==> config.mk <==
export PLATFORM = sky130hd
export DESIGN_NAME = cah_ram
export DESIGN_NICKNAME = d
export VERILOG_FILES = /design/src/hdl/causal_attention_head_defines.svh /design/src/hdl/cah_ram.sv
export SDC_FILE = /design/constraint.sdc
export NUM_CORES = 1
export LEC_CHECK = 0
export ABC_AREA = 1
export ABC_CLOCK_PERIOD_IN_PS = 6800
export BUFFER_PORTS_ARGS = -buffer_cell sky130_fd_sc_hd__buf_4
export CAP_MARGIN = 30
export CORE_MARGIN = 2
export CORE_UTILIZATION = 51
export CTS_CLUSTER_SIZE = 16
export DETAILED_ROUTE_END_ITERATION = 16
export GPL_TIMING_DRIVEN = 1
export PLACE_DENSITY = 0.67
export SKIP_CTS_REPAIR_TIMING = 1
export SYNTH_ARGS = -nofsm -noshare
export SYNTH_HDL_FRONTEND = slang
export SYNTH_SLANG_ARGS = --single-unit
==> constraint.sdc <==
create_clock -name clk -period 6.8 [get_ports clk]
set_input_delay 0.34 -clock clk [delete_from_list [all_inputs] [get_ports clk]]
set_output_delay 0.34 -clock clk [all_outputs]
set_load 0.05 [all_outputs]
==> src/hdl/causal_attention_head_defines.svh <==
// Assertion macros for the causal attention head RTL.
// No dependencies; included by the top level only.
`ifndef CAUSAL_ATTENTION_HEAD_DEFINES_SVH
`define CAUSAL_ATTENTION_HEAD_DEFINES_SVH
`ifndef NO_ASSERTIONS
`define CAH_ASSERT_SAME(lbl, a, b) \
    lbl: assert property (@(posedge clk) disable iff (!rst_n) (a) |-> (b)) \
        else $error("same-cycle check failed");
`define CAH_ASSERT_NEXT(lbl, a, b) \
    lbl: assert property (@(posedge clk) disable iff (!rst_n) (a) |=> (b)) \
        else $error("next-cycle check failed");
`else
`define CAH_ASSERT_SAME(lbl, a, b)
`define CAH_ASSERT_NEXT(lbl, a, b)
`endif
`endif

==> src/hdl/cah_ram.sv <==
// Generic simple dual-port RAM: one write port, one registered read port.
// No dependencies.
module cah_ram #(
    parameter int WIDTH = 16,
    parameter int DEPTH = 64
) (
    input  logic                     clk,
    input  logic                     we,
    input  logic [$clog2(DEPTH)-1:0] waddr,
    input  logic [WIDTH-1:0]         wdata,
    input  logic [$clog2(DEPTH)-1:0] raddr,
    output logic [WIDTH-1:0]         rdata
);

    logic [WIDTH-1:0] mem [DEPTH];

    always_ff @(posedge clk)
    begin
        if (we)
        begin
            mem[waddr] <= wdata;
        end
        rdata <= mem[raddr];
    end

endmodule

; ---- Yosys cells after proc, flatten, opt, wreduce, memory -nomap -nowiden
; Memories as Yosys holds them, arrays and structs flattened. A register that Yosys moved wholly into a read port is not among the register bits.
; Cells that the tools add are included.
[word_totals]
register_bits = 0
ramBits = 1024
in_bits = 30
out_inout_bits = 16
wordCells = 3
memories = 1
[memory_table]
columns = name, depth, width, read_ports, rd_clocked_by_memory_dff, wr, line
row1 = mem, 64, 16, 1, 1, 1, cah_ram.sv:15  ; logic [WIDTH-1:0] mem [DEPTH];
[classes]
mux = 2
[op_table]
columns = operator, n
row1 = two-way mux 1 bit, 2

; ---- Depth between registers and ports, before layout
; Gate-level depths: netlist of run 1.
[logic_depth]
ltp_word = 2
mapped_depth = 12
depth_no_buf = 9

; ---- Worst setup path after synthesis of run 1
; No wires, ideal clock.
[synth_path]
kind = input to register
startpoint = input port we
endpoint = memory mem[48][0] (enable)
setup_ps = 431
arrival_time_ps = 2464
t_required_ps = 6369
setup_slack_ps = 3906
stages = 3
path_buffers = 1
cell_sequence = clkbuf_1 nand4_1 nor4_1
[synth_between]
elab_chain_cells = 2
[synth_rtl]
columns = item, line
row1 = from (decl), cah_ram.sv:8  ; input logic we,
row2 = two-way mux 1 bit, cah_ram.sv:19  ; if (we)
row3 = two-way mux 1 bit (not written as such), cah_ram.sv:21  ; mem[waddr] <= wdata;
row4 = to (decl), cah_ram.sv:15
; Every way passes these cells.

==> metrics, run 1 <==
status completed; GRT overflow 0; clk_lat worst skew 0.65 ns; Total Wirelength 108 mm; Syn-to-layout area delta 9.74%; initial antenna violation count 2; Yosys top cell area share 0.730; Die W 291 µm; Leak around 17 nW; Inserted Clock Buffers between 100 and 150; routed vias/inst 5.80; largest net degree at the start of global routing 267; endpoints failing setup 0; vias in the first global route 25400; Critical Path RT 7.39 ns; CORE AREA 81800 µm²; Crit Path Class primary input to register; Final Skew ~0.014 ns; Hold WC Path Type primary input to register; total track usage 0.254; IO buf count 45; die area 84900 µm²; global-route wire length before repair approximately 160 mm; Clock H-tree levels 3; post-detail-place hpwl 55.5 mm; drt pass-1 iters 6; Inst Count DP 4486; clock tree from TritonCTS built; register area share after synthesis 0.738; synthesized area 42100 µm²; Worst setup EP type register; startpoint types primary input; Die Ht a little under 300 µm; IO Pins 46; Synthesized Nets 3547; DRC errors left 0; pwr/cell area ~290 nW/µm²; initial core utilization 0.514; final core utilization 0.564; Cell Count, Final, Fillers Out 4674; gpl congestion between 0.8 and 0.9; CP max FO 215; Fin. Hold Viols 0; fin crit period 3.28 ns; unrepaired setup endpoints after global routing no; top cells by area, synth edfxtp_1 73%, nand2_1 12%, nand3_1 10%; post-layout net count 3552; Synth cell types 16; biggest area consumer among synthesized cells edfxtp_1; CTS sink count between 1000 and 1500; Max Clock Freq approximately 310 MHz; CTS clk-pin slew, worst paths 0.06 ns; Vias 27100; worst slew pin tran 1.09 ns; max cap viols 0; post-synthesis instance total 3517; Final Total Pwr 13.2 mW; post-route cell area 46200 µm²; Root Buffer Master clkbuf_16; Max IR drop VDD roughly 0.25 mV; share of cells above drive strength 1 0.0761; warning count from the yosys run 0; Final ANT Viol Nets 0; fin. max-slew vios 0; Rel. slew slack 0.276; dpl cell area 43100 µm²; Arrival @ worst endpoint 3.86 ns; Clock Tree Buf Depth 3; period utilisation layout 0.482; wire length per cell between 20 and 25 µm; setup total negative slack 0 ns; 1st-iter DRT viols 3303; syn_area_per_cell 12.0 µm²; #FFs+latches synth approximately 1000; # rows about 110
==> metrics by stage <==
step | worst slack, ns | hold slack, ns
floorplan | 3.91 | 0.439
CTS | 3.82 | 0.0724
finish | 3.52 | 0.105
detailed placement | 3.14 | 0.756
global placement | 3.15 | 0.748
global route | 3.48 | 0.0950
==> metal layers <==
| layer | vias to the layer above | global-route usage | share of wire |
|---|---|---|---|
| li1 | 12400 | - | - |
| met1 | 13200 | 0.367 | 0.41 |
| met2 | 1278 | 0.384 | 0.46 |
| met3 | 214 | 0.0470 | 0.094 |
| met4 | 2 | 0.0993 | 0.039 |
| met5 | - | 0 | 0.000074 |
==> cell usage in the layout, fill, tap and decap left out, drive strengths merged <==
cell	Yosys	routed
nor4	8	8
clkinv	0	49
diode	0	2
dfxtp	16	16
nand2	1296	1296
nand4	9	9
nand3	871	871
buf	199	125
inv	12	11
edfxtp	1024	1024
clkbuf	26	132
bufinv	0	4
clkinvlp	0	1
nor2	56	56
==> worst max-delay path: stages <==
cell,delay (ns)
buf_8,0.23
inv_16,0.33
buf_16,0.63
buf_12,0.65
nand2_1,0.12
nand3_1,0.11
nand3_1,0.10
nand2_1,0.11
nand2_1,0.07
nand3_1,0.22
nand3_1,0.30
nand2_1,0.16
==> cell usage after synthesis <==
cell type / n
buf_1: 17
buf_2: 113
buf_4: 19
buf_6: 49
buf_8: 1
clkbuf_1: 26
dfxtp_1: 16
edfxtp_1: 1024
inv_1: 9
inv_2: 2
inv_8: 1
nand2_1: 1296
nand3_1: 871
nand4_1: 9
nor2_1: 56
nor4_1: 8
==> cell families after synthesis <==
group         Yosys count  synth area share
flops                1040             0.738
simple gates         2240             0.227
buf+inv               237            0.0354
==> final timing paths <==
kind / slack [ns] / cells past startpoint / endpoint / from
worst max register to register: 5.24 / 8 / rdata[6]$_DFF_P_ / mem[8][6]$_DFFE_PP_
worst min-delay path: 0.10 / 3 / rdata[3]$_DFF_P_ / raddr[5]
worst min register to register: 0.80 / 8 / rdata[13]$_DFF_P_ / mem[60][13]$_DFFE_PP_
worst max-delay path: 3.52 / 12 / rdata[6]$_DFF_P_ / raddr[0]
==> power by group <==
part / leakage (nW) / switching [mW] / internal, mW
Clock: 1.51 / 2.31 / 2.96
Sequential: 9.35 / 0.0358 / 7.10
Combinational: 5.71 / 0.649 / 0.195
==> layout make-up <==
class | count | area, µm²
multi-input combinational | 2240 | 9610
antenna | 2 | 5.00
fill | 6631 | 35600
sequential | 1040 | 31100
tap | 1070 | 1340
clock buffer | 132 | 2730
inverter | 12 | 72.6
clock inverter | 53 | 342
timing repair buffer | 125 | 1040
==> state kept, by name, summed over array words and instances (netlist names) <==
| name | count |
|---|---|
| mem | 1024 |
| rdata | 16 |
Power figures use the tool's default switching activity.
==> run 2, diff against run 1 <==
--- a/config.mk
+++ b/config.mk
@@ -6,7 +6,7 @@
 export NUM_CORES = 1
 export LEC_CHECK = 0
 export ABC_AREA = 1
-export ABC_CLOCK_PERIOD_IN_PS = 6800
+export ABC_CLOCK_PERIOD_IN_PS = 2780
 export BUFFER_PORTS_ARGS = -buffer_cell sky130_fd_sc_hd__buf_4
 export CAP_MARGIN = 30
 export CORE_MARGIN = 2
@@ -14,7 +14,7 @@
 export CTS_CLUSTER_SIZE = 16
 export DETAILED_ROUTE_END_ITERATION = 16
 export GPL_TIMING_DRIVEN = 1
-export PLACE_DENSITY = 0.67
+export PLACE_DENSITY = 0.69
 export SKIP_CTS_REPAIR_TIMING = 1
 export SYNTH_ARGS = -nofsm -noshare
 export SYNTH_HDL_FRONTEND = slang
==> constraint.sdc (replaced) <==
create_clock -name clk -period 2.78 [get_ports clk]
set_input_delay 0.139 -clock clk [delete_from_list [all_inputs] [get_ports clk]]
set_output_delay 0.139 -clock clk [all_outputs]
set_load 0.05 [all_outputs]
==> run 2 against run 1 <==
  * Worst setup slack got worse by 2.5 ns
  * Hold slack got worse by 0.046 ns
  * Critical path depth decreased by 4
  * Flip-flop and latch count unchanged
  * Routed wire length decreased by 0.65%
  * Cell count increased by 1.2%
  * Sequential share of layout area decreased by 1.1 points
==> metrics, run 2 (synthesized netlist as in run 1, its figures left out) <==
Vias 27400 (+1.1%); status completed; worst setup margin 1.04 ns (-2.48 ns); wire length per cell 22.8 µm (-1.8%); die area 84900 µm² (unchanged); CORE AREA 81800 µm² (unchanged); IO Pins 46 (unchanged); CTS clk-pin slew, worst paths 0.06 ns (about the same); endpoints failing setup 0 (unchanged); Final Skew 0.0127 ns (-0.00169 ns); CTS sink count 1040 (unchanged); global-route wire length before repair 162 mm (+0.44%); final core utilization 0.574 (+0.00963); fin. max-slew vios 0 (unchanged); Largest regs mem (1024), rdata (16); Clock Tree Buf Depth 3 (unchanged); flop2flop setup slack 1.24 ns (-4.00 ns); unrepaired setup endpoints after global routing no; DP Worst Slack 0.504 ns (-2.64 ns); largest net degree at the start of global routing 106 (-60%); share of cells above drive strength 1 0.0917 (+0.0156); clk_lat worst skew 0.66 ns (about the same); Final ANT Viol Nets 0 (unchanged); vias in the first global route 26400 (+4.2%); startpoint types primary input; Hold WC Path Type primary input to register; clock tree from TritonCTS built; drt pass-1 iters 6 (unchanged); Hold Startpoint wdata[9]; M3 GR Usage 0.0471 (+0.000153); max cap viols 0 (unchanged); gpl congestion 0.801 (-1.6%); setup total negative slack 0 ns (unchanged); WHS Endpoint mem[11][9]$_DFFE_PP_; Rel. slew slack 0.453 (+0.177); Worst path max stage delay 0.57 ns (-0.08 ns); Root Buffer Master clkbuf_16; Leak 17.0 nW (+2.6%); Hold WS 0.0591 ns (-0.0457 ns); Syn-to-layout area delta 11.6%; Fin. Hold Viols 0 (unchanged); Die Ht 291 µm (unchanged); max reg flops 1024 (unchanged); CP max FO 34 (-84%); Worst Hold Depth 1 (-2); FF-to-FF path depth 8 (unchanged); largest reg by FF count mem; IO buf count 45 (unchanged); post-layout net count 3594 (+1.2%); initial core utilization 0.514 (unchanged); most common cell after layout, fill and taps aside nand2_1; slowest CP cell inv_2; worst r2r src mem[55][8]$_DFFE_PP_; CP Cell Sequence buf_4 -> inv_2 -> buf_12 -> buf_4 -> nand2_1 -> nand3_1 -> nand3_1 -> nand2_1; Max IR drop VDD 0.579 mV (+140%); Total Wirelength 108 mm (-0.65%); post-detail-place hpwl 57.4 mm (+3.4%); most frequent cells in the layout 1296 x nand2_1, 1024 x edfxtp_1, 871 x nand3_1; 1st-iter DRT viols 2799 (-15%); GR peak layer met2; Max Clock Freq 575 MHz; period utilisation layout 0.626; total track usage 0.254 (about the same); pwr/cell area 709 nW/µm² (+150%); fin crit period 1.74 ns; reg2reg end rdata[8]$_DFF_P_; worst slew pin tran 0.820 ns (-0.267 ns); Inserted Clock Buffers 102 (-0.97%); Clock H-tree levels 3 (unchanged); routed vias/inst 5.79 (-0.10%); grt met1 use 0.353 (-0.0147); Worst setup EP type register; Critical Path RT 3.37 ns (-4.02 ns); initial antenna violation count 3 (+1); Arrival @ worst endpoint 2.33 ns (-1.53 ns); Final Total Pwr 33.3 mW (+150%); met2 usage 0.405 (+0.0207); DRC errors left 0 (unchanged); Die W 291 µm (unchanged); crit path launch raddr[3]; GRT overflow 0 (unchanged); # rows 105 (unchanged); Crit Path Class primary input to register
-- run 2: area by class of cell --
| class | instances | area (µm²) |
|---|---|---|
| fillers | 6486 | 34900 |
| flip-flops and latches | 1040 | 31100 |
| multi-input cells | 2240 | 9590 |
| clock buffers | 135 | 2810 |
| repair buffers | 168 | 1540 |
| well taps | 1070 | 1340 |
| clock inverters | 58 | 549 |
| inverters | 12 | 71.3 |
| diodes | 7 | 17.5 |
-- run 2: critical path: cells and delay by family --
| kind | cells | cell delay, ns |
|---|---|---|
| simple gates | 4 | 0.75 |
| buf+inv | 4 | 1.38 |
-- run 2: how the worst max path moves through the flow --
stage | end | slack, ns | cells past startpoint
finish | rdata[15]$_DFF_P_ | 1.04 | 8
CTS | rdata[13] | 1.19 | 1
global placement | rdata[15]$_DFF_P_ | 0.47 | 8
detailed placement | rdata[15]$_DFF_P_ | 0.50 | 8
floorplan | mem[48][0]$_DFFE_PP_ | 0.09 | 3
global route | rdata[8]$_DFF_P_ | 1.02 | 11
-- run 2: power by group --
group          leakage [nW]  internal [mW]  switching [mW]
sequential             9.35           17.4          0.0556
clock                  1.66           8.04            5.75
combinational          5.98          0.531            1.60
-- run 2: through the flow --
stage | instance area (µm²) | std cells
2_1_floorplan | 42100 | 3517
4_1_cts | 47000 | 4722
3_3_place_gp | 43600 | 4529
5_1_grt | 47000 | 4723
3_5_place_dp | 43600 | 4529
6_report | 47000 | 4730
-- run 2: per-layer routing --
metal,vias to the layer above,wire (µm)
met2,1313,51100
met3,219,10000
met4,4,3490
met1,13400,43100
li1,12500,-
met5,-,35
